===== config.mk =====
export PLATFORM = sky130hd
export DESIGN_NAME = pgaa_delay
export DESIGN_NICKNAME = d
export VERILOG_FILES = /design/src/hdl/pgaa_delay.sv
export SDC_FILE = /design/constraint.sdc
export NUM_CORES = 1
export LEC_CHECK = 0
export BUFFER_PORTS_ARGS = -buffer_cell sky130_fd_sc_hd__buf_2
export CORE_MARGIN = 3
export CORE_UTILIZATION = 55
export CTS_CLUSTER_SIZE = 25
export DETAILED_ROUTE_END_ITERATION = 10
export PLACE_DENSITY = 0.77
export SETUP_SLACK_MARGIN = 0.5
export SLEW_MARGIN = 10
export SYNTH_ARGS = -nofsm -noshare
export SYNTH_HDL_FRONTEND = slang
export SYNTH_SLANG_ARGS = --single-unit
export TNS_END_PERCENT = 5

===== constraint.sdc =====
create_clock -name i_clk -period 1.6 [get_ports i_clk]
set_input_delay 0.32 -clock i_clk [delete_from_list [all_inputs] [get_ports i_clk]]
set_output_delay 0.32 -clock i_clk [all_outputs]
set_load 0.005 [all_outputs]

===== src/hdl/pgaa_delay.sv =====
`default_nettype none
// ----------------------------------------------------------------------------
// pgaa_delay
// Stallable delay line that keeps side data aligned with the pipeline.
// ----------------------------------------------------------------------------
module pgaa_delay #(
    parameter int W     = 8,
    parameter int DEPTH = 4
) (
    input  wire logic         i_clk,
    input  wire logic         i_en,
    input  wire logic [W-1:0] i_data,
    output logic      [W-1:0] o_data
);

    logic [W-1:0] r_dly [0:DEPTH-1];

    always_ff @(posedge i_clk) begin
        if (i_en) begin
            r_dly[0] <= i_data;
            for (int i = 1; i < DEPTH; i++) begin
                r_dly[i] <= r_dly[i-1];
            end
        end
    end

    assign o_data = r_dly[DEPTH-1];

endmodule
`default_nettype wire


==> flow_summary.rst <==
.. list-table::
   :header-rows: 1

   * - Metric
     - Value
   * - Cells resized by post-CTS repair
     - 0
   * - First-pass GRT wire length
     - 1400 um
   * - Buffers from clock root to sink, at most
     - 2
   * - Setup repair after global routing missed its margin
     - true
   * - Port-buffer cells
     - 17
   * - Setup tns final
     - 0 ps
   * - Run status
     - finished, final reports clean
   * - Power density over cell area
     - 1260 mW/mm^2
   * - Area occupied by registers
     - 961 sq um
   * - Gate count after technology mapping
     - 32
   * - Initial core utilization
     - 61.0%
   * - Core outline area
     - 0.00158 sq mm
   * - Root buffer selected by CTS
     - sky130_fd_sc_hd__clkbuf_4
   * - Crit path cell chain
     - buf_2
   * - Static leakage
     - 0.416 nW
   * - Largest register FFs
     - 32
   * - Number of fill cells in the layout
     - 101
   * - Synth area leaders
     - sky130_fd_sc_hd__edfxtp_1 (100%)
   * - Clock sink count
     - 32
   * - Worst hold-check path type
     - input port to register
   * - Number of max-cap violations
     - 0
   * - Number of multi-input combinational cells
     - 0
   * - CP delay by family, top
     - flip-flops
   * - Post-route ant nets
     - 0
   * - Total length of routed wires
     - 924 um
   * - Synth Net Count
     - 42
   * - Clock Latency Late Sink
     - 310 ps
   * - Worst voltage drop across the vdd grid
     - 0.825 mV
   * - XOR/XNOR share of the synthesized area
     - 0%
   * - Min cycle time layout
     - 1120 ps
   * - Multiplexer fraction of the synthesized cell area
     - 0%
   * - Portion of synthesized cell area occupied by the leading cell type
     - 100%
   * - Synthesized flop and latch total
     - 32
   * - Antenna cell count
     - 0
   * - Total area of multi-input combinational cells
     - 0 sq um
   * - Largest net degree at the start of global routing
     - 33
   * - Number of warnings printed during yosys synthesis
     - 0
   * - Highest-count cells in the layout ignoring fill and taps
     - sky130_fd_sc_hd__edfxtp_1 (32), sky130_fd_sc_hd__buf_2 (17), sky130_fd_sc_hd__clkbuf_4 (5)
   * - Mean post-synth cell area
     - 30.0 sq um
   * - Routed via count divided by cell count
     - 5.22
   * - Die Area
     - 0.00228 sq mm
   * - Cell depth of the worst setup path
     - 1
   * - Number of antenna violations at the first check in global routing
     - 0
   * - Fraction of the mapped netlist area in simple logic gates
     - 0%
   * - Top fanout value on the critical path
     - 1
   * - TritonCTS clock tree
     - done
   * - Final weighted congestion in routability-driven placement
     - 0.611
   * - Critical-path top delay cell
     - sky130_fd_sc_hd__edfxtp_1
   * - WL/cell
     - 12.5 um
   * - Count of distinct cell types in the synthesized netlist
     - 1
   * - Sequential area share after synthesis
     - 100%
   * - Compound-Gate Fraction of Synth Area
     - 0%
   * - Post-CTS setup buffer count
     - 0
   * - Via total after detailed routing
     - 386
   * - Area Overhead vs Synth
     - 18.1%
   * - Top-level port count
     - 18
   * - Max-slew violation total from the final report
     - 0
   * - Syn Std Cell Area
     - 961 sq um
   * - GRT overflow
     - 0
   * - Part of the cycle the worst path needs
     - 70.3%
   * - Highest Clock Rate
     - 0.889 GHz
   * - Floorplan die width
     - 47.8 um
   * - Number of global-route vias before repair
     - 330
   * - Commonest non-fill, non-tap cell in the layout
     - sky130_fd_sc_hd__edfxtp_1
   * - Depth of the worst hold-timing path
     - 1
   * - Arithmetic-cell share of the synthesized area counting full adders, half adders and majority gates
     - 0%
   * - Residual DRC count
     - 0
   * - Total number of H-tree levels
     - 2
   * - Worst Path Required
     - 1280 ps
   * - Largest regs
     - r_dly: 32 flops
   * - Register clock-pin slew on the reported worst setup and hold paths
     - 90 ps
   * - Path depth of the worst reg2reg path
     - 0
   * - WS Path Type
     - register to primary output
   * - PnR Total Power
     - 1.43 mW
   * - Final net count
     - 67
   * - Final count of hold timing violations
     - 0
   * - Slew at the pin closest to its max-slew limit
     - 161 ps
   * - Critical path arrival
     - 800 ps
   * - Number of placement rows
     - 14
   * - GRT Total Usage
     - 10.1%
   * - Clock Skew
     - 6.11 ps
   * - Drt first pass iters
     - 3
   * - Crit start category
     - register
   * - Number of buffers inserted for hold repair after clock tree synthesis
     - 0
   * - Slew HR
     - 89.3%
   * - Top register by number of flip-flops
     - r_dly
   * - Cell accounting for the most synthesized area
     - sky130_fd_sc_hd__edfxtp_1
   * - Height of the die
     - 47.8 um
   * - Capturing element type of the critical path
     - primary output
   * - Number of CTS-inserted buffers
     - 5
   * - Worst stage delay on the critical path
     - 370 ps
   * - Endpoints failing setup
     - 0
   * - Layout cells sized above 1
     - 39.7%
   * - Buffer and inverter count on the worst path
     - 1
   * - Initial detailed-routing violation count
     - 4
==> routing by layer <==
| metal | track usage [%] | up-vias | part of all wire, % |
|---|---|---|---|
| met3 | 8.27 | 2 | 12 |
| met4 | 3.23 | 0 | 0.87 |
| met5 | 0 | - | 0 |
| met1 | 11.5 | 180 | 39 |
| li1 | - | 181 | - |
| met2 | 14.5 | 23 | 48 |
==> logic make-up (layout without fill, tap and decap cells) <==
group                  after synthesis  after routing
buffers and inverters                0             26
flip-flops                          32             32
==> worst paths after layout <==
kind / from / endpoint / slack [ps]
worst min-delay path: i_data[7] / r_dly[0][7] / 180
worst max-delay path: r_dly[3][3] / o_data[3] / 480
worst max register to register: r_dly[0][7] / r_dly[1][7] / 970
worst min register to register: r_dly[0][4] / r_dly[1][4] / 420
==> through the flow <==
stage	worst slack [ps]	util (%)	hold WS (ps)	instance area, sq um	std cells
finish	475	72.0	181	1130	74
global route	417	72.0	165	1130	74
CTS	447	72.0	173	1130	74
detailed placement	662	68.9	405	1090	66
global placement	685	68.9	401	1090	66
floorplan	925	-	400	961	32
==> Yosys cell counts (all sizes together) <==
cell type / n
edfxtp: 32
==> power by group <==
| group | switching [mW] | total, mW | internal (mW) |
|---|---|---|---|
| combinational | 0.0226 | 0.0423 | 0.0197 |
| sequential | 0.0115 | 0.997 | 0.986 |
| clock | 0.226 | 0.395 | 0.169 |
| total | 0.260 | 1.43 | 1.17 |
==> layout make-up <==
class | count | share of cell area [%]
tap | 16 | 1.76
sequential | 32 | 84.7
clock inverter | 1 | 0.331
clock buffer | 7 | 3.97
timing repair buffer | 18 | 9.26
Note: power is estimated with default switching activity, not from simulation.
