File: src/hdl/pgaa_pkg.sv
`default_nettype none
// ----------------------------------------------------------------------------
// pgaa_pkg
// Shared constants and types for the polar Gaussian AWGN adder datapath.
// ----------------------------------------------------------------------------
package pgaa_pkg;

    localparam int SIGMA_W       = 16;
    localparam int LOG_FRAC_BITS = 24;
    localparam int NORM_STEPS    = 6;
    localparam int ISQ_STEPS     = 32;
    localparam int DIV_STEPS     = 31;
    localparam int ROOT_W        = 32;

    localparam logic [30:0] TWO_LN2_Q30 = 31'd1488522236;

    localparam logic CMD_ADD   = 1'b0;
    localparam logic CMD_NOISE = 1'b1;

    typedef logic [SIGMA_W-1:0] t_sigma;
    typedef logic [ROOT_W-1:0]  t_root;

    localparam t_sigma SIGMA_RESET = 16'd4096;

endpackage
`default_nettype wire

File: src/hdl/pgaa_isqrt.sv
`default_nettype none
// ----------------------------------------------------------------------------
// pgaa_isqrt
// Pipelined floor square root of a 64-bit value, one root bit per stage.
// ----------------------------------------------------------------------------
module pgaa_isqrt (
    input  wire logic           i_clk,
    input  wire logic           i_en,
    input  wire logic [63:0]    i_value,
    output pgaa_pkg::t_root     o_root
);
    import pgaa_pkg::*;

    logic [63:0] r_rem  [0:ISQ_STEPS-1];
    logic [63:0] r_root [0:ISQ_STEPS-1];

    for (genvar gi = 0; gi < ISQ_STEPS; gi++) begin : g_step
        localparam logic [63:0] BIT = 64'd1 << (62 - 2 * gi);
        logic [63:0] w_rem;
        logic [63:0] w_root;
        logic [63:0] w_cand;

        if (gi == 0) begin : g_first
            assign w_rem  = i_value;
            assign w_root = '0;
        end else begin : g_next
            assign w_rem  = r_rem[gi-1];
            assign w_root = r_root[gi-1];
        end

        assign w_cand = w_root + BIT;

        always_ff @(posedge i_clk) begin
            if (i_en) begin
                if (w_rem >= w_cand) begin
                    r_rem[gi]  <= w_rem - w_cand;
                    r_root[gi] <= (w_root >> 1) + BIT;
                end else begin
                    r_rem[gi]  <= w_rem;
                    r_root[gi] <= w_root >> 1;
                end
            end
        end
    end

    assign o_root = r_root[ISQ_STEPS-1][ROOT_W-1:0];

endmodule
`default_nettype wire
File: config.mk
export PLATFORM = sky130hd
export DESIGN_NAME = pgaa_isqrt
export DESIGN_NICKNAME = d
export VERILOG_FILES = /design/src/hdl/pgaa_pkg.sv /design/src/hdl/pgaa_isqrt.sv
export SDC_FILE = /design/constraint.sdc
export NUM_CORES = 2
export LEC_CHECK = 0
export ABC_AREA = 0
export BUFFER_PORTS_ARGS = -buffer_cell sky130_fd_sc_hd__buf_2
export CAP_MARGIN = 0
export CORE_UTILIZATION = 60
export DETAILED_ROUTE_END_ITERATION = 10
export HOLD_SLACK_MARGIN = 0.15
export MAX_ROUTING_LAYER = met4
export PLACE_DENSITY = 0.74
export RECOVER_POWER = 25
export SLEW_MARGIN = 20
export SYNTH_ARGS = -nofsm -noshare
export SYNTH_HDL_FRONTEND = slang
export SYNTH_SLANG_ARGS = --single-unit
export TNS_END_PERCENT = 10
File: constraint.sdc
create_clock -name i_clk -period 10.8 [get_ports i_clk]
set_clock_uncertainty 0.1 [all_clocks]
set_input_delay 1.62 -clock i_clk [delete_from_list [all_inputs] [get_ports i_clk]]
set_output_delay 1.62 -clock i_clk [all_outputs]
set_load 0.05 [all_outputs]
==> results.py <==
metrics = {
    "logic_synthesis": {
        "synth_most_common_cell": "edfxtp_1",
        "syn_area_per_cell_um2": 12.26,
        "ys_warn_count": 0,
        "synth-edff-count": 2512,
        "ys_types": 86,
        "yosys.area.top_type_share_pct": 61.76,
        "synth_flop_cell": "edfxtp_1",
        "synth_commonest_cells": "edfxtp_1 (2512), nand2_1 (809), inv_1 (679)",
        "synth.area.top_cells": "edfxtp_1 (62%), ha_1 (5.7%), xor2_1 (3.3%)",
        "netlist_area_mm2": 0.1221,
        "seq_area_frac_synth_pct": 61.76,
        "async_reset_ff_share_pct": 0,
        "yosysTopAreaCell": "edfxtp_1",
        "synth_seq_cells": 2512,
        "synth_nets": 10580,
        "syn_inst": 9960,
    },
    "floorplan": {
        "die_w_um": 453.2,
        "die_y_um": 453.2,
        "coreArea_mm2": 0.2023,
        "start_util_pct": 60.37,
        "pin_count": 98,
        "rows": 165,
        "die-area_mm2": 0.2054,
    },
    "run_status": {
        "status": "finished clean",
    },
    "cts": {
        "cts_tree": "yes",
        "cts_buffers": 278,
        "clk_latency_ps": 980,
        "htreeDepth": 5,
        "clk_pin_slew_ps": 60,
        "postCtsSetupRepairBufs": 0,
        "cts-resized-gates": 0,
        "cts_hold_buf": 0,
        "root_buffer": "clkbuf_16",
        "clock_path_buffers": 4,
        "cts.sinks": 2512,
    },
    "layout": {
        "multi_input_area_mm2": 0.04337,
        "fillers": 14660,
        "nets": 10790,
        "layout-drive-gt1-share_pct": 6.622,
        "area.sequential_mm2": 0.07543,
        "area_growth_pct": 10.14,
    },
    "sta": {
        "tightest_slew_ps": 1147,
        "slew_viol_final": 0,
        "setup_violations": 0,
        "period_share_pct": 44.58,
        "worst_slack_ps": 5986,
        "fin_crit_ps": 4814,
        "clock.fmax_ghz": 0.2077,
        "hold_ws_ps": 321.3,
        "tns_ps": 0,
        "finalHoldViolCount": 0,
        "slew_headroom_pct": 23.21,
        "rsz0062_at_grt": "no",
    },
    "global_route": {
        "antenna_found_initial": 8,
        "grt_pass1_vias": 78030,
        "grt_pass1_wl_um": 491500,
        "grt_max_degree": 208,
        "grt_usage_pct": 33.12,
        "gr-total-overflow": 0,
    },
    "hold_path": {
        "hp-class": "reg2reg",
    },
    "setup_path": {
        "crit_path_max_incr_delay_ps": 730,
        "crit_path_top_delay_cell": "nor4_1",
        "cp_num_buf_inv": 1,
        "crit_fanout": 30,
        "critical_path.top_delay_family": "simple AND/OR/NAND/NOR gates",
        "crit_required_ps": 11340,
        "cp-start-kind": "register",
        "path_cells": "nor4_1, and4b_1, nor4b_1, and2_1, a221oi_4, buf_4, a2111oi_2, nand2_1, nor4_1, xor2_1",
        "critPathKind": "reg2reg",
        "crit_top_cell": "nor4_1",
        "crit_path_end_kind": "register",
        "critPathArrivalTime_ps": 5360,
    },
    "placed_design": {
        "numPortBuffers": 97,
        "hpwl_um": 251300,
        "dp_slack_ps": 5158,
        "finalWeightedCongestion": 0.9921,
    },
    "detailed_routing": {
        "vias": 82340,
        "wl_per_cell_um": 25.57,
        "drt_iter0_drc": 9988,
        "avgViaCountPerCell": 6.316,
        "ant_nets": 0,
        "drc_errors": 0,
        "postRouteWirelength_um": 333400,
        "firstDrtPassIters": 9,
    },
    "power": {
        "p_total_w": 0.02903,
        "power-per-cell-area_mw_per_mm2": 215.8,
        "ir_drop_uv": 194.9,
        "leakagePower_nw": 49.82,
    },
    "flow_run": {
        "timing.max_cap.violations": 0,
    },
}
[layer usage]
layer / share of wire [%] / global-route usage, %
met5: 0 / -
met1: 43 / 46.79
met2: 44 / 48.53
met3: 8.8 / 5.926
met4: 3.6 / 11.17
[final cells by class]
cell class | instances | share of cell area [%]
Antenna cell | 5 | 0.009301
Clock buffer | 318 | 5.330
Clock inverter | 154 | 1.140
Inverter | 679 | 1.895
Multi-Input combinational cell | 6534 | 32.24
Sequential cell | 2512 | 56.07
Tap cell | 2672 | 2.485
Timing Repair Buffer | 163 | 0.8231
[worst paths after layout]
| path | to | cells past startpoint | slack [ps] | start |
|---|---|---|---|---|
| min | r_rem[0][609]$_DFFE_PP_ | 0 | 320 | r_rem[0][545]$_DFFE_PP_ |
| max reg2reg | r_rem[1][951]$_DFFE_PP_ | 10 | 5990 | r_rem[1][871]$_DFFE_PP_ |
| max | r_rem[1][951]$_DFFE_PP_ | 10 | 5990 | r_rem[1][871]$_DFFE_PP_ |
| min reg2reg | r_rem[0][609]$_DFFE_PP_ | 0 | 320 | r_rem[0][545]$_DFFE_PP_ |
[logic make-up (layout without fill, tap and decap cells)]
| logic type | after synthesis | after routing | share of synthesized area (%) |
|---|---|---|---|
| DFF | 2512 | 2512 | 61.76 |
| other | 0 | 5 | 0 |
| xor gates and xnor gates | 893 | 893 | 6.403 |
| buffers and inverters | 914 | 1314 | 2.840 |
| and+or+nand+nor | 3163 | 3163 | 13.44 |
| muxes | 53 | 53 | 0.4784 |
| AOI/OAI and AO/OA | 1867 | 1867 | 9.368 |
| adders and majority gates | 558 | 558 | 5.716 |
[report_power, final]
part           switching, W  internal [W]  leakage [nW]
combinational       0.00372       0.00235          21.4
clock               0.00378       0.00544          4.22
sequential          0.00137        0.0124          24.2
total               0.00886        0.0202          49.8
[sequential cells by signal, indices dropped and copies added (netlist names)]
| signal | count |
|---|---|
| r_rem | 1984 |
| r_root | 528 |
[worst reg2reg max path, delay by kind of cell (launching register included)]
family / cells / cell delay [ps]
simple gates: 6 / 2600
xor+xnor: 1 / 110
buf+inv: 1 / 340
flops: 1 / 530
compound gates: 2 / 870
[stage by stage]
stage | utilization [%] | cell area, µm² | instances
6_report | 66.49 | 134500 | 13040
3_3_place_gp | 62.15 | 125700 | 12560
3_5_place_dp | 62.16 | 125800 | 12560
4_1_cts | 66.46 | 134500 | 13030
5_1_grt | 66.49 | 134500 | 13040
2_1_floorplan | - | 122100 | 9960
[cells in the final DEF (no fill, tap or decap), drive strengths merged, types with 40 or more instances in the layout]
cell type / count
nand4: 195
a21oi: 509
or4: 101
nor2b: 70
edfxtp: 2512
nand3: 180
a211oi: 55
nand2: 809
clkbuf: 318
a21o: 212
o211ai: 47
ha: 558
inv: 685
mux2: 43
nor3: 293
nor4: 389
xnor2: 436
nor4b: 52
o21a: 90
nand2b: 117
or2: 53
a31oi: 56
buf: 163
nor2: 553
or3: 103
xor2: 457
o21ai: 605
nand3b: 40
o21bai: 45
clkinv: 104
and3: 50
(Power assumes the default switching activity.)
